[src/hw/rtl/oaht_pkg.sv]
`timescale 1ns / 1ps

package oaht_pkg;

    localparam int KEY_W      = 64;
    localparam int NUMBER_W   = 34;
    localparam int PROBES_W   = 5;
    localparam int SLOT_OUT_W = 4;
    localparam int BYTE_W     = 8;
    localparam int MAX_KEY_BYTES = 8;

    localparam logic OP_SEARCH      = 1'b1;
    localparam logic MODE_QUADRATIC = 1'b1;
    localparam logic REG_PROBE_MODE = 1'b0;

    typedef enum logic [1:0] {
        STATUS_INSERTED  = 2'd0,
        STATUS_FOUND     = 2'd1,
        STATUS_NOT_FOUND = 2'd2,
        STATUS_FULL      = 2'd3
    } status_t;

    typedef enum logic [2:0] {
        CTL_CLEAR,
        CTL_IDLE,
        CTL_SUM,
        CTL_MOD,
        CTL_READ,
        CTL_CHECK
    } ctl_state_t;

    typedef struct packed {
        logic                used;
        logic [KEY_W-1:0]    key;
        logic [NUMBER_W-1:0] number;
        logic [PROBES_W-1:0] probes;
    } entry_t;

    typedef struct packed {
        logic    clear_wr;
        logic    load;
        logic    sum;
        logic    mod_step;
        logic    advance;
        logic    ins_wr;
        logic    finish;
        status_t res_status;
    } ctl_cmd_t;

    typedef struct packed {
        logic clear_last;
        logic mod_last;
        logic is_search;
        logic used;
        logic match;
        logic probe_last;
    } ctl_stat_t;

endpackage

[src/hw/rtl/oaht_ram.sv]
`timescale 1ns / 1ps

module oaht_ram #(
    parameter int WIDTH = 8,
    parameter int DEPTH = 16
) (
    input  logic                     clk,
    input  logic                     wr_en,
    input  logic [$clog2(DEPTH)-1:0] wr_addr,
    input  logic [WIDTH-1:0]         wr_data,
    input  logic [$clog2(DEPTH)-1:0] rd_addr,
    output logic [WIDTH-1:0]         rd_data
);

    logic [WIDTH-1:0] mem [DEPTH];

    always_ff @(posedge clk)
    begin
        if (wr_en)
        begin
            mem[wr_addr] <= wr_data;
        end
        rd_data <= mem[rd_addr];
    end

endmodule

[src/hw/rtl/oaht_ctrl.sv]
`timescale 1ns / 1ps

module oaht_ctrl (
    input  logic                 clk,
    input  logic                 rst_n,
    input  logic                 start,
    input  oaht_pkg::ctl_stat_t  stat,
    output oaht_pkg::ctl_cmd_t   cmd,
    output logic                 busy
);

    oaht_pkg::ctl_state_t state_reg;
    oaht_pkg::ctl_state_t state_next;

    always_ff @(posedge clk or negedge rst_n)
    begin
        if (!rst_n)
        begin
            state_reg <= oaht_pkg::CTL_CLEAR;
        end
        else
        begin
            state_reg <= state_next;
        end
    end

    always_comb
    begin
        state_next = state_reg;
        case (state_reg)
            oaht_pkg::CTL_CLEAR:
            begin
                if (stat.clear_last)
                begin
                    state_next = oaht_pkg::CTL_IDLE;
                end
            end
            oaht_pkg::CTL_IDLE:
            begin
                if (start)
                begin
                    state_next = oaht_pkg::CTL_SUM;
                end
            end
            oaht_pkg::CTL_SUM:
            begin
                state_next = oaht_pkg::CTL_MOD;
            end
            oaht_pkg::CTL_MOD:
            begin
                if (stat.mod_last)
                begin
                    state_next = oaht_pkg::CTL_READ;
                end
            end
            oaht_pkg::CTL_READ:
            begin
                state_next = oaht_pkg::CTL_CHECK;
            end
            oaht_pkg::CTL_CHECK:
            begin
                if (!stat.used || stat.probe_last || (stat.is_search && stat.match))
                begin
                    state_next = oaht_pkg::CTL_IDLE;
                end
                else
                begin
                    state_next = oaht_pkg::CTL_READ;
                end
            end
            default:
            begin
                state_next = oaht_pkg::CTL_IDLE;
            end
        endcase
    end

    always_comb
    begin
        cmd            = '0;
        cmd.res_status = oaht_pkg::STATUS_NOT_FOUND;
        busy           = 1'b1;
        case (state_reg)
            oaht_pkg::CTL_CLEAR:
            begin
                cmd.clear_wr = 1'b1;
            end
            oaht_pkg::CTL_IDLE:
            begin
                busy     = 1'b0;
                cmd.load = start;
            end
            oaht_pkg::CTL_SUM:
            begin
                cmd.sum = 1'b1;
            end
            oaht_pkg::CTL_MOD:
            begin
                cmd.mod_step = 1'b1;
            end
            oaht_pkg::CTL_READ:
            begin
            end
            oaht_pkg::CTL_CHECK:
            begin
                if (stat.is_search)
                begin
                    if (!stat.used)
                    begin
                        cmd.finish     = 1'b1;
                        cmd.res_status = oaht_pkg::STATUS_NOT_FOUND;
                    end
                    else if (stat.match)
                    begin
                        cmd.finish     = 1'b1;
                        cmd.res_status = oaht_pkg::STATUS_FOUND;
                    end
                    else if (stat.probe_last)
                    begin
                        cmd.finish     = 1'b1;
                        cmd.res_status = oaht_pkg::STATUS_NOT_FOUND;
                    end
                    else
                    begin
                        cmd.advance = 1'b1;
                    end
                end
                else
                begin
                    if (!stat.used)
                    begin
                        cmd.ins_wr     = 1'b1;
                        cmd.finish     = 1'b1;
                        cmd.res_status = oaht_pkg::STATUS_INSERTED;
                    end
                    else if (stat.probe_last)
                    begin
                        cmd.finish     = 1'b1;
                        cmd.res_status = oaht_pkg::STATUS_FULL;
                    end
                    else
                    begin
                        cmd.advance = 1'b1;
                    end
                end
            end
            default:
            begin
                busy = 1'b1;
            end
        endcase
    end

`ifndef SYNTHESIS
    a_accept_to_sum: assert property (@(posedge clk) disable iff (!rst_n)
        (state_reg == oaht_pkg::CTL_IDLE && start) |=> state_reg == oaht_pkg::CTL_SUM)
        else $error("accepted request did not enter the sum step");

    a_finish_to_idle: assert property (@(posedge clk) disable iff (!rst_n)
        cmd.finish |=> state_reg == oaht_pkg::CTL_IDLE)
        else $error("controller not idle after finishing a request");

    a_check_after_read: assert property (@(posedge clk) disable iff (!rst_n)
        (state_reg == oaht_pkg::CTL_CHECK) |-> $past(state_reg) == oaht_pkg::CTL_READ)
        else $error("slot checked without a preceding read");
`endif

endmodule

[src/hw/rtl/oaht_datapath.sv]
`timescale 1ns / 1ps

module oaht_datapath #(
    parameter int TABLE_SIZE = 16,
    parameter int KEY_BYTES  = 8
) (
    input  logic                                 clk,
    input  logic                                 rst_n,
    input  logic                                 probe_mode,
    input  logic                                 opcode,
    input  logic [oaht_pkg::KEY_W-1:0]           key_text,
    input  logic [oaht_pkg::NUMBER_W-1:0]        phone_number,
    input  oaht_pkg::ctl_cmd_t                   cmd,
    output oaht_pkg::ctl_stat_t                  stat,
    output logic                                 done,
    output logic [1:0]                           status,
    output logic [oaht_pkg::SLOT_OUT_W-1:0]      slot_index,
    output logic [oaht_pkg::NUMBER_W-1:0]        found_number,
    output logic [oaht_pkg::PROBES_W-1:0]        probe_count
);

    localparam int IDX_W  = $clog2(TABLE_SIZE);
    localparam int K_W    = $clog2(TABLE_SIZE + 1);
    localparam int SUM_W  = $clog2(KEY_BYTES * 255 + 1);
    localparam int J_W    = 1;
    localparam int WIDE_W = SUM_W + IDX_W + 1;
    localparam int ENTRY_W = $bits(oaht_pkg::entry_t);

    localparam logic [WIDE_W-1:0] TS_WIDE   = WIDE_W'(TABLE_SIZE);
    localparam logic [IDX_W:0]    TS_IDX    = (IDX_W + 1)'(TABLE_SIZE);
    localparam logic [IDX_W-1:0]  LAST_IDX  = IDX_W'(TABLE_SIZE - 1);
    localparam logic [K_W-1:0]    LAST_K    = K_W'(TABLE_SIZE - 1);
    localparam logic [J_W-1:0]    FIRST_J   = J_W'(1);
    localparam logic [SUM_W-1:0]  RECIP     = SUM_W'((1 << SUM_W) / TABLE_SIZE);
    localparam logic [oaht_pkg::PROBES_W-1:0] FULL_PROBES =
        (TABLE_SIZE > 31) ? 5'd31 : 5'(TABLE_SIZE);

    logic                          op_reg, op_next;
    logic [oaht_pkg::KEY_W-1:0]    raw_key_reg, raw_key_next;
    logic [oaht_pkg::NUMBER_W-1:0] number_reg, number_next;
    logic [oaht_pkg::KEY_W-1:0]    key_reg, key_next;
    logic [SUM_W-1:0]              rem_reg, rem_next;
    logic [SUM_W-1:0]              quot_reg, quot_next;
    logic [J_W-1:0]                j_reg, j_next;
    logic [IDX_W-1:0]              pos_reg, pos_next;
    logic [IDX_W-1:0]              step_reg, step_next;
    logic [K_W-1:0]                k_reg, k_next;
    logic [IDX_W-1:0]              clr_addr_reg, clr_addr_next;
    logic                          done_reg, done_next;
    oaht_pkg::status_t             status_reg, status_next;
    logic [oaht_pkg::SLOT_OUT_W-1:0] slot_reg, slot_next;
    logic [oaht_pkg::NUMBER_W-1:0] found_reg, found_next;
    logic [oaht_pkg::PROBES_W-1:0] probes_reg, probes_next;

    logic [oaht_pkg::KEY_W-1:0]    clean_key;
    logic [SUM_W-1:0]              clean_sum;
    logic [2*SUM_W-1:0]            quot_prod;
    logic [WIDE_W-1:0]             quot_back;
    logic [WIDE_W-1:0]             rem_raw;
    logic [WIDE_W-1:0]             home;
    logic [IDX_W-1:0]              step_sel;
    logic [IDX_W:0]                pos_sum;
    logic [IDX_W-1:0]              pos_adv;
    logic [IDX_W:0]                step_sum;
    logic [IDX_W-1:0]              step_adv;
    logic [oaht_pkg::PROBES_W-1:0] k_probes;

    logic                          wr_en;
    logic [IDX_W-1:0]              wr_addr;
    oaht_pkg::entry_t              wr_entry;
    logic [ENTRY_W-1:0]            rd_word;
    oaht_pkg::entry_t              rd_entry;

    always_comb
    begin : clean_keys
        logic                        alive;
        logic [oaht_pkg::BYTE_W-1:0] kb;
        alive     = 1'b1;
        clean_key = '0;
        clean_sum = '0;
        for (int b = 0; b < oaht_pkg::MAX_KEY_BYTES; b++)
        begin
            kb = raw_key_reg[oaht_pkg::BYTE_W*b +: oaht_pkg::BYTE_W];
            if (b >= KEY_BYTES || kb == '0)
            begin
                alive = 1'b0;
            end
            if (alive)
            begin
                clean_key[oaht_pkg::BYTE_W*b +: oaht_pkg::BYTE_W] = kb;
                clean_sum = clean_sum + SUM_W'(kb);
            end
        end
    end

    assign quot_prod = {{SUM_W{1'b0}}, rem_reg} * {{SUM_W{1'b0}}, RECIP};
    assign quot_back = WIDE_W'(quot_reg) * TS_WIDE;
    assign rem_raw   = WIDE_W'(rem_reg) - quot_back;
    assign home      = (rem_raw >= TS_WIDE) ? (rem_raw - TS_WIDE) : rem_raw;

    assign step_sel = (probe_mode == oaht_pkg::MODE_QUADRATIC) ? step_reg : IDX_W'(1);
    assign pos_sum  = {1'b0, pos_reg} + {1'b0, step_sel};
    assign pos_adv  = (pos_sum >= TS_IDX) ? IDX_W'(pos_sum - TS_IDX) : pos_sum[IDX_W-1:0];
    assign step_sum = {1'b0, step_reg} + (IDX_W + 1)'(2);
    assign step_adv = (step_sum >= TS_IDX) ? IDX_W'(step_sum - TS_IDX) : step_sum[IDX_W-1:0];

    assign k_probes = (32'(k_reg) > 32'd31) ? 5'd31 : 5'(k_reg);

    assign wr_en   = cmd.clear_wr || cmd.ins_wr;
    assign wr_addr = cmd.clear_wr ? clr_addr_reg : pos_reg;

    always_comb
    begin
        wr_entry = '0;
        if (!cmd.clear_wr)
        begin
            wr_entry.used   = 1'b1;
            wr_entry.key    = key_reg;
            wr_entry.number = number_reg;
            wr_entry.probes = k_probes;
        end
    end

    oaht_ram #(
        .WIDTH (ENTRY_W),
        .DEPTH (TABLE_SIZE)
    ) u_ram (
        .clk     (clk),
        .wr_en   (wr_en),
        .wr_addr (wr_addr),
        .wr_data (wr_entry),
        .rd_addr (pos_reg),
        .rd_data (rd_word)
    );

    assign rd_entry = oaht_pkg::entry_t'(rd_word);

    assign stat.clear_last = (clr_addr_reg == LAST_IDX);
    assign stat.mod_last   = (j_reg == '0);
    assign stat.is_search  = (op_reg == oaht_pkg::OP_SEARCH);
    assign stat.used       = rd_entry.used;
    assign stat.match      = (rd_entry.key == key_reg);
    assign stat.probe_last = (k_reg == LAST_K);

    always_comb
    begin
        op_next       = op_reg;
        raw_key_next  = raw_key_reg;
        number_next   = number_reg;
        key_next      = key_reg;
        rem_next      = rem_reg;
        quot_next     = quot_reg;
        j_next        = j_reg;
        pos_next      = pos_reg;
        step_next     = step_reg;
        k_next        = k_reg;
        clr_addr_next = clr_addr_reg;
        done_next     = cmd.finish;
        status_next   = status_reg;
        slot_next     = slot_reg;
        found_next    = found_reg;
        probes_next   = probes_reg;

        if (cmd.clear_wr)
        begin
            clr_addr_next = clr_addr_reg + IDX_W'(1);
        end
        if (cmd.load)
        begin
            op_next      = opcode;
            raw_key_next = key_text;
            number_next  = phone_number;
        end
        if (cmd.sum)
        begin
            key_next = clean_key;
            rem_next = clean_sum;
            j_next   = FIRST_J;
        end
        if (cmd.mod_step)
        begin
            j_next = j_reg - J_W'(1);
            if (stat.mod_last)
            begin
                pos_next  = IDX_W'(home);
                step_next = IDX_W'(1);
                k_next    = '0;
            end
            else
            begin
                quot_next = quot_prod[2*SUM_W-1:SUM_W];
            end
        end
        if (cmd.advance)
        begin
            pos_next  = pos_adv;
            step_next = step_adv;
            k_next    = k_reg + K_W'(1);
        end
        if (cmd.finish)
        begin
            status_next = cmd.res_status;
            slot_next   = '0;
            found_next  = '0;
            probes_next = '0;
            case (cmd.res_status)
                oaht_pkg::STATUS_INSERTED:
                begin
                    slot_next   = oaht_pkg::SLOT_OUT_W'(pos_reg);
                    probes_next = k_probes;
                end
                oaht_pkg::STATUS_FOUND:
                begin
                    slot_next   = oaht_pkg::SLOT_OUT_W'(pos_reg);
                    found_next  = rd_entry.number;
                    probes_next = rd_entry.probes;
                end
                oaht_pkg::STATUS_FULL:
                begin
                    probes_next = FULL_PROBES;
                end
                default:
                begin
                    probes_next = '0;
                end
            endcase
        end
    end

    always_ff @(posedge clk or negedge rst_n)
    begin
        if (!rst_n)
        begin
            clr_addr_reg <= '0;
            done_reg     <= 1'b0;
        end
        else
        begin
            clr_addr_reg <= clr_addr_next;
            done_reg     <= done_next;
        end
    end

    always_ff @(posedge clk)
    begin
        op_reg      <= op_next;
        raw_key_reg <= raw_key_next;
        number_reg  <= number_next;
        key_reg     <= key_next;
        rem_reg     <= rem_next;
        quot_reg    <= quot_next;
        j_reg       <= j_next;
        pos_reg     <= pos_next;
        step_reg    <= step_next;
        k_reg       <= k_next;
        status_reg  <= status_next;
        slot_reg    <= slot_next;
        found_reg   <= found_next;
        probes_reg  <= probes_next;
    end

    assign done         = done_reg;
    assign status       = status_reg;
    assign slot_index   = slot_reg;
    assign found_number = found_reg;
    assign probe_count  = probes_reg;

endmodule

[src/hw/rtl/open_addressing_hash_table.sv]
`timescale 1ns / 1ps

// Open-addressing hash table of key / telephone-number pairs.
// Request channel: drive opcode, key_text and phone_number with start high;
// the request is taken at a rising edge where start is high and busy is low.
// Result channel: done is high for exactly one cycle with status, slot_index,
// found_number and probe_count valid; the receiver cannot stall it.
// A request first cleans and sums the key, then reduces the sum modulo
// TABLE_SIZE by reciprocal multiplication for the home slot, then reads and
// checks one slot per probe through the single registered-read table
// memory.
// A request makes 1 to TABLE_SIZE probes; done rises in the same cycle as
// busy falls, so a new request can be taken while done is shown, but not
// before the previous request has finished.
// After reset the table is swept clear, one slot a cycle, over all TABLE_SIZE
// slots with busy high; the APB register is writable throughout.
// Register 0 (byte address 0), bit 0: probe_mode, 0 linear, 1 quadratic.
// Write it only while busy is low.
module open_addressing_hash_table #(
    parameter int TABLE_SIZE = 16,
    parameter int KEY_BYTES  = 8
) (
    input  logic                               clk,
    input  logic                               rst_n,
    input  logic                               start,
    output logic                               busy,
    input  logic                               opcode,
    input  logic [oaht_pkg::KEY_W-1:0]         key_text,
    input  logic [oaht_pkg::NUMBER_W-1:0]      phone_number,
    output logic                               done,
    output logic [1:0]                         status,
    output logic [oaht_pkg::SLOT_OUT_W-1:0]    slot_index,
    output logic [oaht_pkg::NUMBER_W-1:0]      found_number,
    output logic [oaht_pkg::PROBES_W-1:0]      probe_count,
    input  logic                               psel,
    input  logic                               penable,
    input  logic                               pwrite,
    input  logic [2:0]                         paddr,
    input  logic [31:0]                        pwdata,
    output logic [31:0]                        prdata,
    output logic                               pready
);

    oaht_pkg::ctl_cmd_t  cmd;
    oaht_pkg::ctl_stat_t stat;

    logic probe_mode_reg;
    logic probe_mode_next;

    assign pready = 1'b1;

    always_comb
    begin
        probe_mode_next = probe_mode_reg;
        if (psel && penable && pwrite && pready && paddr[2] == oaht_pkg::REG_PROBE_MODE)
        begin
            probe_mode_next = pwdata[0];
        end
    end

    always_ff @(posedge clk or negedge rst_n)
    begin
        if (!rst_n)
        begin
            probe_mode_reg <= 1'b0;
        end
        else
        begin
            probe_mode_reg <= probe_mode_next;
        end
    end

    assign prdata = (paddr[2] == oaht_pkg::REG_PROBE_MODE) ? {31'd0, probe_mode_reg} : 32'd0;

    oaht_ctrl u_ctrl (
        .clk   (clk),
        .rst_n (rst_n),
        .start (start),
        .stat  (stat),
        .cmd   (cmd),
        .busy  (busy)
    );

    oaht_datapath #(
        .TABLE_SIZE (TABLE_SIZE),
        .KEY_BYTES  (KEY_BYTES)
    ) u_datapath (
        .clk          (clk),
        .rst_n        (rst_n),
        .probe_mode   (probe_mode_reg),
        .opcode       (opcode),
        .key_text     (key_text),
        .phone_number (phone_number),
        .cmd          (cmd),
        .stat         (stat),
        .done         (done),
        .status       (status),
        .slot_index   (slot_index),
        .found_number (found_number),
        .probe_count  (probe_count)
    );

`ifndef SYNTHESIS
    a_done_single: assert property (@(posedge clk) disable iff (!rst_n)
        done |=> !done)
        else $error("result strobe held for more than one cycle");

    a_done_ready: assert property (@(posedge clk) disable iff (!rst_n)
        done |-> !busy)
        else $error("result shown while a request is still running");
`endif

endmodule

[config.mk]
export PLATFORM = sky130hd
export DESIGN_NAME = open_addressing_hash_table
export DESIGN_NICKNAME = d
export VERILOG_FILES = /design/src/hw/rtl/oaht_pkg.sv /design/src/hw/rtl/oaht_ram.sv /design/src/hw/rtl/oaht_ctrl.sv /design/src/hw/rtl/oaht_datapath.sv /design/src/hw/rtl/open_addressing_hash_table.sv
export SDC_FILE = /design/constraint.sdc
export NUM_CORES = 2
export LEC_CHECK = 0
export BUFFER_PORTS_ARGS = -buffer_cell sky130_fd_sc_hd__clkbuf_2
export CAP_MARGIN = 5
export CORE_MARGIN = 10
export CORE_UTILIZATION = 41
export DETAILED_ROUTE_END_ITERATION = 7
export PLACE_DENSITY = 0.61
export RECOVER_POWER = 50
export SYNTH_ARGS = -nofsm -noshare
export SYNTH_HDL_FRONTEND = slang
export SYNTH_HIERARCHICAL = 1
export SYNTH_SLANG_ARGS = --single-unit
export TNS_END_PERCENT = 1
[constraint.sdc]
create_clock -name clk -period 26.6 [get_ports clk]
set_input_delay 0 -clock clk [delete_from_list [all_inputs] [get_ports clk]]
set_output_delay 0 -clock clk [all_outputs]
set_load 0.01 [all_outputs]
==> run metrics <==
status=finished, violations left; failing checks=max-capacitance violations, max-slew violations; layout cells sized above 1=21.4%; Area growth syn-to-layout=16.2%; clock buffer depth=3; CTS tree=yes; GRT overflow=0; ranking of synthesized cells by area=edfxtp_1 (75%), mux4_2 (12%), dfxtp_1 (2.8%); Post-Synth Adder-Cell Area=0.692%; max reg flops=1664; Least-Margin Pin Slew=9.49 ns; final hold vios=0; worst reg-to-reg path cell count=5; Synth Warn #=6; Root Driver=clkbuf_16; Post-synth top flop=edfxtp_1; Setup Skew=0.0504 ns; crit path from=u_datapath/pos_reg[0]; DR vias/cell=5.46; total power=0.00932 W; drt total wl=183 mm; io pins=220; top post-synthesis cells by count=edfxtp_1 (1889), mux4_2 (416), a22oi_1 (208); WHS Endpoint=u_ctrl/state_reg[1]; r2r setup slk=16.50 ns; Seq/Total Area, Yosys=78.1%; FF-to-FF Start=u_datapath/pos_reg[0]; TritonRoute pass-1 iters=6; Data arrival, critical path=10.78 ns; die height=450 µm; Synth Area in Compound Gates=2.53%; setup violators final=0; Post-Synth Simple-Gate Area=3.28%; Power Dens Cells=106 nW/µm²; H-tree levels=4; Clock transition at path regs=0.06 ns; Largest Register=u_datapath/u_ram/mem; gr usage total=17.7%; Max Clk Rate=0.0990 GHz; Synth Area per Inst=21.4 µm²; Async SR Flop Fraction=0.450%; antenna-violating nets left=0; dominant cell type by area after synthesis=edfxtp_1; DRC violations left=0; Die X=450 µm; initial core utilization=41.3%; Setup crit end kind=register; RSZ-0062 raised after global routing=false; Core ar.=183000 µm²; vias in the first global route=37.7k; Syn Inst Count=3527; final worst path period share=38.0%; Tmin final=10.10 ns; Max Cap Viol=11; CTS buffer count=199; via count=36.1k; DP HPWL=89.3 mm; first-pass GRT wire length=265 mm; Min-Delay Path Class=primary input to register; peak supply drop=0.0936 mV; FF+latch count, synth=2002; hold path start=start; initial antenna violation count=2; Site Rows=157; later-pin clock latency in the skew report=0.84 ns; reg2reg end=u_datapath/u_ram/rd_data[26]; Synth cell types=63; leakage power=28.6 nW; area of the mapped netlist=75600 µm²; Final nets=4150; antenna cells=0; port bufs=154; number of synthesized flops with an enable pin=1889; TNS Setup=0 ns; Worst slew margin=-533%; setup bufs post-CTS=0; Critical Path Fanout Max=92; Starting DRT DRC Count=3465; largest net degree at the start of global routing=148; WL per Instance=27.6 µm; routability congestion estimate=0.764; clk sinks=2002; most common cell in the netlist=edfxtp_1; max-slew violations=606; CP Data Required Time=27.28 ns; critical path class=register to register; total die area=202000 µm²; number of cells on the worst hold path=4; largest family of logic cells by synthesized area=multiplexers; XOR/XNOR Fraction of Synth Area=1.05%; Yosys top cell area share=75.0%; CP Launch Type=register; post-synthesis mux area share=12.8%; largest registers=u_datapath/u_ram/mem (1664), u_datapath/u_ram/rd_data (104)
## worst max-delay path: stages (launching register included)
cell and delay (ns):
edfxtp_1 0.34, clkbuf_1 2.36, clkbuf_1 5.76, mux4_2 0.99
a22oi_1 0.29, nand2_1 0.09
## per-layer routing
layer / global-route usage (%) / vias up / routed length [µm]
li1: - / 15300 / -
met1: 23.2 / 19300 / 74200
met2: 30.7 / 1197 / 93800
met3: 2.87 / 267 / 10300
met4: 4.75 / 0 / 4330
met5: 0 / - / 0
## power by group
group / leakage [nW] / total, W / internal (W) / switching (W)
Clock: 3.29 / 0.00287 / 0.00168 / 0.00119
Combinational: 7.08 / 0.00208 / 0.000777 / 0.00130
Sequential: 18.2 / 0.00438 / 0.00424 / 0.000142
## placed cells by master (no fill, tap or decap), types with 73 or more instances in the layout
cell / instances
dlygate4sd3_1: 206
nor2b_1: 108
dfxtp_1: 104
clkbuf_1: 144
nand2_1: 136
clkbuf_16: 202
a22oi_1: 208
mux4_2: 416
xor2_1: 73
edfxtp_1: 1889
## cell families after synthesis
| family | Yosys count |
|---|---|
| AO/OA/AOI/OAI | 263 |
| XOR/XNOR | 89 |
| adder cells (fa/ha/maj) | 37 |
| buffers and inverters | 230 |
| flip-flops | 2002 |
| multiplexers | 442 |
| other | 2 |
| AND/OR/NAND/NOR | 462 |
## final cells by class
type                    instances  area [µm²]
fillers                     14900       95400
inverters                      21        78.8
repair buffers                424        3310
well taps                    2464        3080
flip-flops and latches       2002       59000
clock inverters               104        1270
clock buffers                 272        5510
multi-input cells            1325       15600
## worst max path at each step
stage | to | cells past startpoint | slack (ns)
after floorplan | u_datapath/u_ram/mem[0][0] | 6 | 16.70
after global routing | u_datapath/u_ram/rd_data[17] | 5 | 14.90
after CTS | u_datapath/rem_reg[3] | 29 | 18.44
final | u_datapath/u_ram/rd_data[26] | 5 | 16.50
after detailed placement | u_datapath/rem_reg[3] | 27 | 18.43
after global placement | u_datapath/rem_reg[3] | 27 | 18.40
## timing repair
item                       CTS  global route
resized for setup            0             0
hold endpoints to repair   141             0
setup endpoints to repair    0             0
hold buffers               206             0
## through the flow
stage / setup WS [ns] / std cells / utilization (%) / hold WS (ns) / cell area (µm²)
2_1_floorplan: 16.70 / 3557 / - / -0.296 / 75700
5_1_grt: 14.90 / 6612 / 48.0 / 0.165 / 87900
6_report: 16.50 / 6612 / 48.0 / 0.179 / 87900
3_5_place_dp: 18.43 / 6030 / 43.2 / -0.0658 / 79300
3_3_place_gp: 18.40 / 6030 / 43.2 / -0.0783 / 79300
4_1_cts: 18.44 / 6612 / 48.1 / 0.132 / 88100
(Power assumes the default switching activity.)
